File: config.mk
export PLATFORM = sky130hd
export DESIGN_NAME = log_band_peak_hold_bars
export DESIGN_NICKNAME = d
export VERILOG_FILES = /design/src/design/lbph_pkg.sv /design/src/design/lbph_ram.sv /design/src/design/lbph_mul.sv /design/src/design/log_band_peak_hold_bars.sv
export SDC_FILE = /design/constraint.sdc
export NUM_CORES = 2
export LEC_CHECK = 0
export BUFFER_PORTS_ARGS = -buffer_cell sky130_fd_sc_hd__buf_4
export CORE_MARGIN = 2
export CORE_UTILIZATION = 65
export CTS_BUF_LIST = sky130_fd_sc_hd__clkbuf_2
export CTS_CLUSTER_SIZE = 12
export DETAILED_ROUTE_END_ITERATION = 12
export GPL_TIMING_DRIVEN = 0
export HOLD_SLACK_MARGIN = 0.08
export PLACE_DENSITY = 0.82
export SLEW_MARGIN = 20
export SYNTH_ARGS = -nofsm -noshare
export SYNTH_HDL_FRONTEND = slang
export SYNTH_SLANG_ARGS = --single-unit
File: constraint.sdc
create_clock -name aclk -period 13.5 [get_ports aclk]
set_input_delay 0 -clock aclk [delete_from_list [all_inputs] [get_ports aclk]]
set_output_delay 0 -clock aclk [all_outputs]
set_load 0.1 [all_outputs]
File: src/design/lbph_pkg.sv
// ----------------------------------------------------------------------------
// lbph_pkg
// shared constants and band edge helpers for the log band bar engine
// ----------------------------------------------------------------------------
package lbph_pkg;

    localparam int BAND_COUNT  = 32;
    localparam int BIN_COUNT   = 128;
    localparam int MAX_RESULTS = 8;

    localparam int BAND_W  = $clog2(BAND_COUNT);
    localparam int BIN_W   = $clog2(BIN_COUNT);
    localparam int MAG_W   = 23;
    localparam int H_W     = 16;
    localparam int GAIN_W  = 10;
    localparam int CFG_W   = 16;
    localparam int CIDX_W  = 2;
    localparam int CNT_W   = $clog2(MAX_RESULTS);
    localparam int MUL_W   = 32;
    localparam int PROD_W  = 2 * MUL_W;
    localparam int EDGE_W  = 8;
    localparam int Y_W     = 20;
    localparam int Z_W     = 31;
    localparam int LINT_W  = 2;
    localparam int LFRAC_W = 16;
    localparam int SQ_CNT_W = $clog2(LFRAC_W);
    localparam int ENTRY_W = 2 * H_W;

    // log10(2) in Q32
    localparam logic [MUL_W-1:0] LOG10_2_Q32 = 32'd1292913987;

    localparam logic [H_W-1:0] H_FULL = {H_W{1'b1}};

    // input item kinds
    localparam logic FUNC_BIN   = 1'b0;
    localparam logic FUNC_CLEAR = 1'b1;

    // configuration register indexes
    localparam logic [CIDX_W-1:0] CFG_GAIN       = 2'd0;
    localparam logic [CIDX_W-1:0] CFG_BAR_DECAY  = 2'd1;
    localparam logic [CIDX_W-1:0] CFG_PEAK_DECAY = 2'd2;

    localparam logic [GAIN_W-1:0] GAIN_RST       = 10'd120;
    localparam logic [H_W-1:0]    BAR_DECAY_RST  = 16'd49152;
    localparam logic [H_W-1:0]    PEAK_DECAY_RST = 16'd60293;

    // log-spaced band edges, floor(2^(7*k/32))
    localparam logic [EDGE_W-1:0] EDGE_TAB [0:BAND_COUNT] = '{
        8'd1,  8'd1,  8'd1,  8'd1,  8'd1,  8'd2,  8'd2,  8'd2,  8'd3,
        8'd3,  8'd4,  8'd5,  8'd6,  8'd7,  8'd8,  8'd9,  8'd11,
        8'd13, 8'd15, 8'd17, 8'd20, 8'd24, 8'd28, 8'd32, 8'd38,
        8'd44, 8'd51, 8'd59, 8'd69, 8'd81, 8'd94, 8'd109, 8'd128
    };

    function automatic logic [BIN_W-1:0] band_lo(input logic [BAND_W-1:0] b);
        logic [EDGE_W-1:0] e;
        e = EDGE_TAB[b];
        if (e < EDGE_W'(1)) begin
            e = EDGE_W'(1);
        end
        return e[BIN_W-1:0];
    endfunction

    function automatic logic [BIN_W-1:0] band_hi(input logic [BAND_W-1:0] b);
        logic [BAND_W:0]    idx;
        logic [EDGE_W-1:0]  e;
        logic [BIN_W-1:0]   lo;
        logic [BIN_W-1:0]   hi;
        idx = {1'b0, b} + (BAND_W+1)'(1);
        e   = EDGE_TAB[idx];
        lo  = band_lo(b);
        if (e >= EDGE_W'(BIN_COUNT)) begin
            hi = BIN_W'(BIN_COUNT - 1);
        end else begin
            hi = e[BIN_W-1:0];
        end
        if (hi < lo) begin
            hi = lo;
        end
        return hi;
    endfunction

endpackage

File: src/design/lbph_ram.sv
// ----------------------------------------------------------------------------
// lbph_ram
// generic single write port, single read port ram with registered read
// ----------------------------------------------------------------------------
module lbph_ram #(
    parameter int WIDTH = 32,
    parameter int DEPTH = 32
) (
    input  logic                     aclk,
    input  logic                     wr_en,
    input  logic [$clog2(DEPTH)-1:0] wr_addr,
    input  logic [WIDTH-1:0]         wr_data,
    input  logic                     rd_en,
    input  logic [$clog2(DEPTH)-1:0] rd_addr,
    output logic [WIDTH-1:0]         rd_data
);

    logic [WIDTH-1:0] mem_reg [0:DEPTH-1];
    logic [WIDTH-1:0] rd_data_reg;

    always_ff @(posedge aclk) begin
        if (wr_en) begin
            mem_reg[wr_addr] <= wr_data;
        end
        if (rd_en) begin
            rd_data_reg <= mem_reg[rd_addr];
        end
    end

    assign rd_data = rd_data_reg;

endmodule

File: src/design/lbph_mul.sv
// ----------------------------------------------------------------------------
// lbph_mul
// shared unsigned multiplier with registered product
// ----------------------------------------------------------------------------
module lbph_mul (
    input  logic                       aclk,
    input  logic [lbph_pkg::MUL_W-1:0]  op_a,
    input  logic [lbph_pkg::MUL_W-1:0]  op_b,
    output logic [lbph_pkg::PROD_W-1:0] prod
);
    import lbph_pkg::*;

    logic [PROD_W-1:0] prod_reg;

    always_ff @(posedge aclk) begin
        prod_reg <= PROD_W'(op_a) * PROD_W'(op_b);
    end

    assign prod = prod_reg;

endmodule

File: src/design/log_band_peak_hold_bars.sv
// ----------------------------------------------------------------------------
// log_band_peak_hold_bars
// spectrum bar engine: groups fft bin magnitudes into log-spaced bands and
// keeps a decaying bar height and a peak hold marker per band
// ----------------------------------------------------------------------------
// a bin that completes no band is checked and returns to idle; a clear
//   transaction is taken in idle; a bin that completes n bands (up to 8)
//   goes through the band steps n times, plus any wait for the output slot
// the band cost is set by the one shared multiplier: gain product, 16 squaring
//   passes of the log mantissa, log10 scaling, two decays; a saturated log
//   skips the squaring passes and the scaling
// no new transaction is accepted until the block is back in idle
// reset: synchronous active low; heights read as zero, registers at defaults
// ----------------------------------------------------------------------------
module log_band_peak_hold_bars (
    input  logic                          aclk,
    input  logic                          aresetn,
    // bin transactions
    input  logic                          s_valid,
    output logic                          s_ready,
    input  logic                          s_func,
    input  logic [lbph_pkg::BIN_W-1:0]    s_bin,
    input  logic [lbph_pkg::MAG_W-1:0]    s_magnitude,
    // band result transactions
    output logic                          m_valid,
    input  logic                          m_ready,
    output logic [lbph_pkg::BAND_W-1:0]   m_band,
    output logic [lbph_pkg::H_W-1:0]      m_bar_height,
    output logic [lbph_pkg::H_W-1:0]      m_peak_height,
    output logic                          m_last,
    // configuration writes
    input  logic                          cfg_we,
    input  logic [lbph_pkg::CIDX_W-1:0]   cfg_index,
    input  logic [lbph_pkg::CFG_W-1:0]    cfg_data
);
    import lbph_pkg::*;

    typedef enum logic [3:0] {
        ST_IDLE,
        ST_CHECK,      // compare bin with the open band
        ST_GAIN_MUL,   // gain * running max
        ST_LOG_INIT,   // saturation test, normalize mantissa
        ST_SQ_MUL,     // square the mantissa
        ST_SQ_FIX,     // take one fraction bit, renormalize
        ST_SCALE_MUL,  // log2 -> log10
        ST_SCALE_FIX,
        ST_BAR_MUL,
        ST_BAR_FIX,
        ST_PEAK_MUL,
        ST_PEAK_FIX,
        ST_EMIT        // wait for the output slot, write back
    } state_t;

    state_t state_reg;

    // configuration
    logic [GAIN_W-1:0] gain_reg;
    logic [H_W-1:0]    bar_decay_reg;
    logic [H_W-1:0]    peak_decay_reg;

    // band tracking
    logic [MAG_W-1:0]      running_max_reg;
    logic [BAND_W-1:0]     next_band_reg;
    logic [BAND_COUNT-1:0] valid_reg;     // cleared entries read as zero
    logic [CNT_W-1:0]      count_reg;     // results produced for this bin
    logic [BIN_W-1:0]      bin_reg;
    logic [MAG_W-1:0]      mag_reg;

    // log datapath
    logic [Z_W-1:0]      z_reg;
    logic [LINT_W-1:0]   lint_reg;
    logic [LFRAC_W-1:0]  lfrac_reg;
    logic [SQ_CNT_W-1:0] sq_cnt_reg;
    logic [H_W-1:0]      norm_reg;
    logic [H_W-1:0]      bar_new_reg;
    logic [H_W-1:0]      peak_new_reg;

    // output register
    logic              m_valid_reg;
    logic [BAND_W-1:0] m_band_reg;
    logic [H_W-1:0]    m_bar_reg;
    logic [H_W-1:0]    m_peak_reg;
    logic              m_last_reg;

    // shared multiplier
    logic [MUL_W-1:0]  mul_a;
    logic [MUL_W-1:0]  mul_b;
    logic [PROD_W-1:0] prod;

    // height store, bar in the upper half, peak in the lower
    logic [ENTRY_W-1:0] rd_data;
    logic               ram_rd_en;
    logic               ram_wr_en;

    // combinational helpers
    logic [BIN_W-1:0]  lo;
    logic [BIN_W-1:0]  hi;
    logic [BIN_W-1:0]  lo_following;
    logic [BIN_W-1:0]  hi_following;
    logic [BAND_W-1:0] band_following;
    logic              slot_free;
    logic              emit_last;
    logic [H_W-1:0]    old_bar;
    logic [H_W-1:0]    old_peak;
    logic              log_sat;
    logic [H_W-1:0]    t16;
    logic [Y_W-1:0]    y;
    logic [LINT_W-1:0] y_int;
    logic [Z_W-1:0]    z0;
    logic [MUL_W-1:0]  zs;
    logic [MUL_W-1:0]  scaled;

    assign lo             = band_lo(next_band_reg);
    assign hi             = band_hi(next_band_reg);
    assign band_following = next_band_reg + BAND_W'(1);
    assign lo_following   = band_lo(band_following);
    assign hi_following   = band_hi(band_following);

    assign slot_free = !m_valid_reg || m_ready;

    // this is the final result when the frame ends, the result budget runs
    // out, or the bin does not reach the end of the following band
    assign emit_last = (next_band_reg == BAND_W'(BAND_COUNT - 1))
                    || (count_reg == CNT_W'(MAX_RESULTS - 1))
                    || (bin_reg < hi_following);

    assign old_bar  = valid_reg[next_band_reg] ? rd_data[ENTRY_W-1:H_W] : '0;
    assign old_peak = valid_reg[next_band_reg] ? rd_data[H_W-1:0]       : '0;

    // log mantissa setup: y = 1 + 9t in Q16, normalized into Q30
    assign log_sat = |prod[PROD_W-1:H_W];
    assign t16     = prod[H_W-1:0];
    assign y       = {4'b0001, 16'h0000} + {1'b0, t16, 3'b000} + {4'b0000, t16};

    always_comb begin
        priority if (y[Y_W-1]) begin
            y_int = 2'd3;
        end else if (y[Y_W-2]) begin
            y_int = 2'd2;
        end else if (y[Y_W-3]) begin
            y_int = 2'd1;
        end else begin
            y_int = 2'd0;
        end
    end

    assign z0     = Z_W'({{(Z_W-Y_W){1'b0}}, y} << (4'd14 - {2'b00, y_int}));
    assign zs     = prod[MUL_W+29:30];
    assign scaled = prod[PROD_W-1:MUL_W];

    // operand select for the shared multiplier
    always_comb begin
        unique case (state_reg)
            ST_GAIN_MUL: begin
                mul_a = MUL_W'(gain_reg);
                mul_b = MUL_W'(running_max_reg);
            end
            ST_SQ_MUL: begin
                mul_a = MUL_W'(z_reg);
                mul_b = MUL_W'(z_reg);
            end
            ST_SCALE_MUL: begin
                mul_a = MUL_W'({lint_reg, lfrac_reg});
                mul_b = LOG10_2_Q32;
            end
            ST_BAR_MUL: begin
                mul_a = MUL_W'(old_bar);
                mul_b = MUL_W'(bar_decay_reg);
            end
            ST_PEAK_MUL: begin
                mul_a = MUL_W'(old_peak);
                mul_b = MUL_W'(peak_decay_reg);
            end
            default: begin
                mul_a = '0;
                mul_b = '0;
            end
        endcase
    end

    lbph_mul u_mul (
        .aclk (aclk),
        .op_a (mul_a),
        .op_b (mul_b),
        .prod (prod)
    );

    // read the open band's heights when it is about to complete
    assign ram_rd_en = (state_reg == ST_CHECK) && (bin_reg >= lo) && (bin_reg >= hi);
    assign ram_wr_en = (state_reg == ST_EMIT) && slot_free;

    lbph_ram #(
        .WIDTH (ENTRY_W),
        .DEPTH (BAND_COUNT)
    ) u_heights (
        .aclk    (aclk),
        .wr_en   (ram_wr_en),
        .wr_addr (next_band_reg),
        .wr_data ({bar_new_reg, peak_new_reg}),
        .rd_en   (ram_rd_en),
        .rd_addr (next_band_reg),
        .rd_data (rd_data)
    );

    // configuration registers, writes beyond the list are dropped
    always_ff @(posedge aclk) begin
        if (!aresetn) begin
            gain_reg       <= GAIN_RST;
            bar_decay_reg  <= BAR_DECAY_RST;
            peak_decay_reg <= PEAK_DECAY_RST;
        end else if (cfg_we) begin
            unique case (cfg_index)
                CFG_GAIN:       gain_reg       <= cfg_data[GAIN_W-1:0];
                CFG_BAR_DECAY:  bar_decay_reg  <= cfg_data[H_W-1:0];
                CFG_PEAK_DECAY: peak_decay_reg <= cfg_data[H_W-1:0];
                default: ;
            endcase
        end
    end

    // sequencer
    always_ff @(posedge aclk) begin
        if (!aresetn) begin
            state_reg       <= ST_IDLE;
            running_max_reg <= '0;
            next_band_reg   <= '0;
            valid_reg       <= '0;
            count_reg       <= '0;
            m_valid_reg     <= 1'b0;
        end else begin
            // result taken downstream
            if (m_valid_reg && m_ready && !ram_wr_en) begin
                m_valid_reg <= 1'b0;
            end

            unique case (state_reg)
                ST_IDLE: begin
                    if (s_valid) begin
                        if (s_func == FUNC_CLEAR) begin
                            valid_reg <= '0;
                        end else begin
                            bin_reg   <= s_bin;
                            mag_reg   <= s_magnitude;
                            count_reg <= '0;
                            state_reg <= ST_CHECK;
                        end
                    end
                end

                ST_CHECK: begin
                    if (bin_reg < lo) begin
                        state_reg <= ST_IDLE;
                    end else begin
                        if (bin_reg <= hi && mag_reg > running_max_reg) begin
                            running_max_reg <= mag_reg;
                        end
                        if (bin_reg < hi) begin
                            state_reg <= ST_IDLE;
                        end else begin
                            state_reg <= ST_GAIN_MUL;
                        end
                    end
                end

                ST_GAIN_MUL: begin
                    state_reg <= ST_LOG_INIT;
                end

                ST_LOG_INIT: begin
                    if (log_sat) begin
                        norm_reg  <= H_FULL;
                        state_reg <= ST_BAR_MUL;
                    end else begin
                        z_reg      <= z0;
                        lint_reg   <= y_int;
                        lfrac_reg  <= '0;
                        sq_cnt_reg <= '0;
                        state_reg  <= ST_SQ_MUL;
                    end
                end

                ST_SQ_MUL: begin
                    state_reg <= ST_SQ_FIX;
                end

                ST_SQ_FIX: begin
                    // square reached two or more: fraction bit set, halve
                    if (zs[MUL_W-1]) begin
                        z_reg <= zs[MUL_W-1:1];
                    end else begin
                        z_reg <= zs[Z_W-1:0];
                    end
                    lfrac_reg  <= {lfrac_reg[LFRAC_W-2:0], zs[MUL_W-1]};
                    sq_cnt_reg <= sq_cnt_reg + SQ_CNT_W'(1);
                    if (sq_cnt_reg == SQ_CNT_W'(LFRAC_W - 1)) begin
                        state_reg <= ST_SCALE_MUL;
                    end else begin
                        state_reg <= ST_SQ_MUL;
                    end
                end

                ST_SCALE_MUL: begin
                    state_reg <= ST_SCALE_FIX;
                end

                ST_SCALE_FIX: begin
                    if (|scaled[MUL_W-1:H_W]) begin
                        norm_reg <= H_FULL;
                    end else begin
                        norm_reg <= scaled[H_W-1:0];
                    end
                    state_reg <= ST_BAR_MUL;
                end

                ST_BAR_MUL: begin
                    state_reg <= ST_BAR_FIX;
                end

                ST_BAR_FIX: begin
                    // rise at once, else decay
                    if (norm_reg > old_bar) begin
                        bar_new_reg <= norm_reg;
                    end else begin
                        bar_new_reg <= prod[2*H_W-1:H_W];
                    end
                    state_reg <= ST_PEAK_MUL;
                end

                ST_PEAK_MUL: begin
                    state_reg <= ST_PEAK_FIX;
                end

                ST_PEAK_FIX: begin
                    // follow the bar, else decay
                    if (bar_new_reg > old_peak) begin
                        peak_new_reg <= bar_new_reg;
                    end else begin
                        peak_new_reg <= prod[2*H_W-1:H_W];
                    end
                    state_reg <= ST_EMIT;
                end

                ST_EMIT: begin
                    if (slot_free) begin
                        m_valid_reg     <= 1'b1;
                        m_band_reg      <= next_band_reg;
                        m_bar_reg       <= bar_new_reg;
                        m_peak_reg      <= peak_new_reg;
                        m_last_reg      <= emit_last;
                        valid_reg[next_band_reg] <= 1'b1;
                        if (emit_last && next_band_reg != BAND_W'(BAND_COUNT - 1)
                                && count_reg != CNT_W'(MAX_RESULTS - 1)
                                && bin_reg >= lo_following) begin
                            // shared edge bin also opens the following band
                            running_max_reg <= mag_reg;
                        end else begin
                            running_max_reg <= '0;
                        end
                        next_band_reg   <= band_following;
                        count_reg       <= count_reg + CNT_W'(1);
                        if (emit_last) begin
                            state_reg <= ST_IDLE;
                        end else begin
                            state_reg <= ST_CHECK;
                        end
                    end
                end

                default: begin
                    state_reg <= ST_IDLE;
                end
            endcase
        end
    end

    assign s_ready       = (state_reg == ST_IDLE);
    assign m_valid       = m_valid_reg;
    assign m_band        = m_band_reg;
    assign m_bar_height  = m_bar_reg;
    assign m_peak_height = m_peak_reg;
    assign m_last        = m_last_reg;

endmodule

=== Yosys cells after proc, flatten, opt, wreduce, memory -nomap -nowiden ===
Memories as Yosys holds them, arrays and structs flattened. A register that Yosys moved wholly into a read port is not among the register bits.
Cells that the tools add are included.

* Add/sub/neg operators: 8
* $mul: 1
* Order comparisons: 22
* Equal/unequal tests: 27
* Shifts and indexed selects: 1
* Muxes and demuxes: 64
* Bitwise operators: 7
* Reduce and logical (&&, ||, !) cells: 38

{| class="wikitable"
|+ Operators by type and width
! cell !! number
|-
| 31-bit case mux with 5 select lines || 2
|-
| 16-bit 2-to-1 mux || 7
|-
| 32-bit 2-to-1 mux || 3
|-
| 23-bit 2-to-1 mux || 4
|-
| 8-bit 2-to-1 mux || 8
|-
| 16-bit case mux with 2 select lines || 2
|-
| 32-bit case mux with 2 select lines || 1
|-
| 31-bit by 31-bit multiplier with 62-bit output || 1
|-
| 31-bit 2-to-1 mux || 2
|-
| 31-bit case mux with 2 select lines || 1
|-
| 4-bit case mux with 13 select lines || 1
|-
| 48-bit OR reduction || 1
|-
| 23-bit case mux with 2 select lines || 1
|-
| 7-bit 2-to-1 mux || 6
|-
| 7-bit < comparator || 5
|-
| 16-bit > comparator || 2
|-
| 32-bit OR || 1
|-
| 20-bit by 4-bit << shifter with 31-bit output || 1
|-
| 4-bit equality test, second input constant || 6
|-
| 23-bit > comparator || 1
|-
| 7-bit >= comparator || 3
|-
| 17-bit by 19-bit adder with 20-bit output, first input constant || 1
|-
| 20-bit by 16-bit adder with 20-bit output || 1
|-
| 4-bit 2-to-1 mux || 5
|-
| other kinds (43) || 102
|}

* Register bits after elaboration: 343
* Memory bits (writable): 1,024
* ROM bits: 2,048
* Input bits: 54
* Output and inout port bits: 40
* Word-level logic and storage cells: 196
* Memories: 5

{| class="wikitable"
|+ Memory list
! memory !! depth !! width !! read ports !! clocked after memory_dff !! wr ports !! RTL line !! RTL
|-
| u_heights.mem_reg || 32 || 32 || 1 || 1 || 1 || lbph_ram.sv:18 || <nowiki>logic [WIDTH-1:0] mem_reg [0:DEPTH-1];</nowiki>
|-
| (name not given) || 64 || 8 || 1 || 0 || 0 || lbph_pkg.sv:57 || <nowiki>e = EDGE_TAB[b];</nowiki>
|-
| (name not given) || 64 || 8 || 1 || 0 || 0 || lbph_pkg.sv:70 || <nowiki>e = EDGE_TAB[idx];</nowiki>
|-
| (name not given) || 64 || 8 || 1 || 0 || 0 || lbph_pkg.sv:57 ||
|-
| (name not given) || 64 || 8 || 1 || 0 || 0 || lbph_pkg.sv:70 ||
|}

=== Longest topological paths before layout ===
* Depth in word-level cells: 18
* Gate-level depth with buffers: 41
* Gate-level depth less buffers: 35

=== Hierarchy ===
Synthesis repeated with hierarchy kept, for this count alone.

* Cells, all modules: 7,818
* Area total of the unflattened synthesis: 92,864.1 um^2

{| class="wikitable"
|+ Modules (own cells, without submodules)
! module !! instances !! cells each !! area an instance (um^2) !! seq. area each (um^2)
|-
| lbph_ram || 1 || 2,260 || 40,805.4 || 31,710.4
|-
| lbph_mul || 1 || 3,787 || 34,875.9 || 1,281.2
|-
| log_band_peak_hold_bars || 1 || 1,771 || 17,182.7 || 7,277.0
|}

=== Least setup slack after synthesis ===
OpenSTA, ideal clock, no wires.

* Path type: register -> register
* From: reg next_band_reg[0]
* To: reg u_mul.prod_reg[56] (netlist: u_mul.prod[56])
* Setup time: 91 ps
* Arrival time: 9,276 ps
* Required time: 13,409 ps
* Setup slack: 4,134 ps
* Cell stages (with the launch flop): 40
* Path buffers: 6
* Period minus slack after synthesis: 9,366 ps
* Cells stage by stage: dfxtp_1 > buf_4 > buf_4 > mux4_2 > nand2_1 > a21oi_1 > a31oi_1 > o221ai_1 > buf_2 > buf_2 > nand3_1 > and3_1 > buf_2 > buf_1 > nor2_1 > fa_1 > fa_1 > fa_1 > [... 4 more ...] > inv_1 > fa_1 > inv_1 > fa_1 > inv_1 > fa_1 > inv_1 > ha_1 > inv_1 > or3_1 > or2_2 > o22a_1 > a211oi_1 > o21ai_0 > a31oi_1 > o21ba_2 > o21ai_0 > a311oi_1

* Cells in the longest elaborated chain, start to end: 5
* Elaborated cells between the ends (all ways): 6
* Classes of those cells: mul (1); mux (5)

{| class="wikitable"
|+ RTL lines
! what !! RTL line !! RTL
|-
| start, declared || log_band_peak_hold_bars.sv:63 || <nowiki>logic [BAND_W-1:0] next_band_reg;</nowiki>
|-
| start signal, assigned || log_band_peak_hold_bars.sv:359 || <nowiki>next_band_reg <= band_following;</nowiki>
|-
| 1-bit binary-select mux with 5-bit select (*) || log_band_peak_hold_bars.sv:127, log_band_peak_hold_bars.sv:128 ||
|-
| 1-bit 2-to-1 mux (not written as such) (*) || log_band_peak_hold_bars.sv:127, log_band_peak_hold_bars.sv:128 ||
|-
| 16-bit 2-to-1 mux, on equally long branches || log_band_peak_hold_bars.sv:128, log_band_peak_hold_bars.sv:127 ||
|-
| 31-bit case mux with 5 select lines (*) || log_band_peak_hold_bars.sv:153 || <nowiki>unique case (state_reg)</nowiki>
|-
| 31-bit by 31-bit multiplier with 62-bit output (*) || lbph_mul.sv:16 || <nowiki>prod_reg <= PROD_W'(op_a) * PROD_W'(op_b);</nowiki>
|-
| end signal, assigned || lbph_mul.sv:16 ||
|-
| end, declared || lbph_mul.sv:13 || <nowiki>logic [PROD_W-1:0] prod_reg;</nowiki>
|}

Every way passes the cells marked *; elsewhere a longest branch is shown, timed or not. The select of a mux whose other input is x is not followed.
A chain may end at the register's enable or synchronous reset.

=== Worst setup path after layout ===
* From: reg next_band_reg[1]
* To: reg u_mul.prod_reg[56] (netlist: u_mul.prod[56])

The elaborated chain is that of the path after synthesis.

==> summary.txt <==
Logic synthesis
  • Post-Syn Nets: 8285
  • Yosys top cell by area: edfxtp_1
  • Mapped Cells: 7015
  • Synth Cell Area: 0.08852 mm²
  • Synthesis warning total: 0
  • Sequential fraction of the synthesis area: 45.45%
  • Unique masters post-synth: 97
  • Main flop type after synthesis: edfxtp_1
  • FF+latch count, synth: 1397
  • Area share of the largest cell type after synthesis: 41.56%
  • Async SR Flop Fraction: 0%
  • EDFF count, synth: 1225
  • Synth top area cells: edfxtp_1 (42%), fa_1 (19%), mux4_2 (8.3%)
  • Mean area per synthesized cell: 12.62 µm²

Clock network
  • Setup bufs post-CTS: 0
  • CTS sink count: 1397
  • CTS H-tree depth: 5
  • Clk Tree Root Cell: clkbuf_2
  • Clk Latency, worst-skew pair: 1700 ps
  • Clock transition at path regs: 110 ps
  • CTS tree: done
  • CTS Buf Count: 347
  • Buffer depth of the longest clock path: 4

Floorplan
  • Initial Util: 65.43%
  • Core Area: 0.1353 mm²
  • Die Span Y: 373.0 µm
  • Die Width: 373.0 µm
  • Boundary pin count: 94
  • Row count: 135
  • DIE AREA: 0.1392 mm²

Timing
  • Peak Freq: 0.07532 GHz
  • Unrepaired setup endpoints after global routing: no
  • Worst setup margin: 223.7 ps
  • Relative slew slack: 10.89%
  • Final hold vios: 0
  • Worst Max-Slew Pin Slew: 1333 ps
  • Final setup fails: 0
  • TNS Setup: 0 ps
  • Crit path time final: 13280 ps
  • Slew Viols, Final: 0
  • Period utilisation layout: 98.34%
  • Skew final: 255.1 ps

Detailed routing
  • Met1 wire length: 104.7 mm
  • ANT nets after route: 0
  • Drt drc: 14
  • DRT iter0 DRCs: 10440
  • Via density per instance: 6.713
  • Drt pass-1 iters: 13
  • Via count: 65630
  • Routed Wire Length: 323.6 mm
  • Met3 WL: 44.51 mm
  • Highest routed layer: met5
  • DR WL met2: 143.6 mm
  • Routed len/inst: 33.10 µm

GRT
  • First-pass GRT wire length: 460.0 mm
  • Vias in the first global route: 66400
  • Grt total ovfl: 0
  • Largest net degree at the start of global routing: 36
  • Gr usage total: 46.91%
  • Antenna violations before repair: 12

Place
  • GP Congestion: 1.071
  • Placed wire-length estimate: 239.9 mm
  • Dpl cells: 8965
  • IO Port Bufs: 92
  • Placed Area: 0.09317 mm²
  • Dpl ws: 425.3 ps

Critical path
  • Crit path largest cell delay: 910 ps
  • CP Launch Type: flop
  • CP max stage cell: clkdlybuf4s15_1
  • Critical Path RT: 15000 ps
  • Worst Setup SP: next_band_reg[1]
  • WS Path Type: flop to flop
  • CP most frequent cell: fa_1
  • CP max FO: 10
  • Setup slack, reg-to-reg: 220 ps
  • Critical R2R Launch: next_band_reg[1]
  • Nature of the critical path endpoint: flop
  • WP data arrival: 14770 ps

Outcome
  • Failing checks: DRC
  • Status: finished with violations

Final layout
  • Fin area: 0.09848 mm²
  • Final Util: 72.79%
  • Fin cells: 9776
  • Fraction of layout cells with a size suffix above 1: 15.36%
  • Reg area: 0.04023 mm²
  • Final-stage net count: 9019
  • Area growth, synth to finish: 11.25%
  • Multi-input gate area: 0.04345 mm²
  • Max reg flops: 1024
  • Fillers: 8889

Hold path
  • HP Start: s_bin[0]
  • Min-Delay Path Class: input port to flop

Power and ir drop
  • PwrDens: 77.67 mW/mm²
  • Leakage: 39.21 nW
  • VDD IR max: 0.1092 mV

Run
  • Max Cap Viol: 0
## critical path, delay by kind of cell (launching register included)
family / cells / cell delay (ps)
flip-flops: 1 / 610
buffers and inverters: 7 / 2990
AND/OR/NAND/NOR: 5 / 1210
adder cells (fa/ha/maj): 9 / 4530
multiplexers: 2 / 450
AO/OA/AOI/OAI: 9 / 3360
## report_power, final
| group | switching [W] | internal [W] | total [W] |
|---|---|---|---|
| Sequential | 0.0000119 | 0.00464 | 0.00465 |
| Clock | 0.00176 | 0.00106 | 0.00282 |
| Combinational | 0.000100 | 0.0000774 | 0.000177 |
| Total | 0.00187 | 0.00578 | 0.00765 |
## routing by layer
| metal | vias up | track usage (%) |
|---|---|---|
| li1 | 25710 | - |
| met3 | 1542 | 14.79 |
| met2 | 6021 | 69.36 |
| met4 | 12 | 36.60 |
| met5 | - | 0 |
| met1 | 32340 | 57.71 |
## cells in the mapped netlist (60+ instances only)
cell type and number:
edfxtp_1 1225, ha_1 379, a21o_1 70, nor2_1 489
nand2_1 980, a21oi_1 195, dfxtp_1 172, mux2i_1 60
inv_1 983, o21ai_0 93, clkbuf_1 284, fa_1 837
nand3_1 93, mux4_2 328
## area by class of cell
cell class | instances | share of cell area, %
Multi-Input combinational cell | 4268 | 44.12
Sequential cell | 1397 | 40.85
Timing Repair Buffer | 385 | 4.425
Inverter | 987 | 3.763
Clock buffer | 478 | 2.429
Tap cell | 1781 | 2.263
Buffer | 363 | 1.545
Clock inverter | 99 | 0.5616
Antenna cell | 18 | 0.04574
## cell families after synthesis
group | count (synthesis) | synth area share [%]
compound gates | 669 | 5.071
xor+xnor | 78 | 0.7802
fa+ha+maj | 1216 | 24.29
buf+inv | 1350 | 5.856
flops | 1397 | 45.45
mux | 435 | 9.621
simple gates | 1870 | 8.940
## placed cells by master (no fill, tap or decap), types with 29 or more instances in the layout
master         count
a21oi_1          192
nor2_4            30
mux2i_1           60
dlygate4sd3_1    198
nor3_1            35
nand3_1           93
buf_2             29
buf_1             35
fa_1             837
and2_1            29
a21o_1            70
clkbuf_1         261
nand2_1          980
xnor2_1           52
edfxtp_1        1225
ha_1             379
o21ai_0           93
mux2_2            47
clkbuf_2         504
and3_1            48
o21a_1            37
a31oi_1           31
nor2_1           458
mux4_2           328
a22oi_1           30
dfxtp_1          172
nand4_1           43
inv_1            983
buf_4            110
clkinv_1          77
## metrics by stage
| step | hold WS, ps | total power, W |
|---|---|---|
| 3_5_place_dp | 179.7 | 0.004869 |
| 3_3_place_gp | 180.5 | 0.004861 |
| 4_1_cts | 80.24 | 0.007591 |
| 2_1_floorplan | 98.87 | 0.004808 |
| 5_1_grt | 180.8 | 0.007830 |
| 6_report | 234.1 | 0.007649 |
## final timing paths
path                            to  cells past startpoint
setup / recovery    u_mul.prod[56]                     32
hold / removal          bin_reg[0]                      4
setup reg to reg    u_mul.prod[56]                     32
hold reg to reg   bar_decay_reg[9]                      2
## what timing repair did
action                                  CTS  global route
gates resized for setup                   0             5
endpoints found under the setup margin    0             2
hold buffers                            198             0
hold endpoints to repair                583             0
No activity file was read; power rests on OpenSTA's default activity.
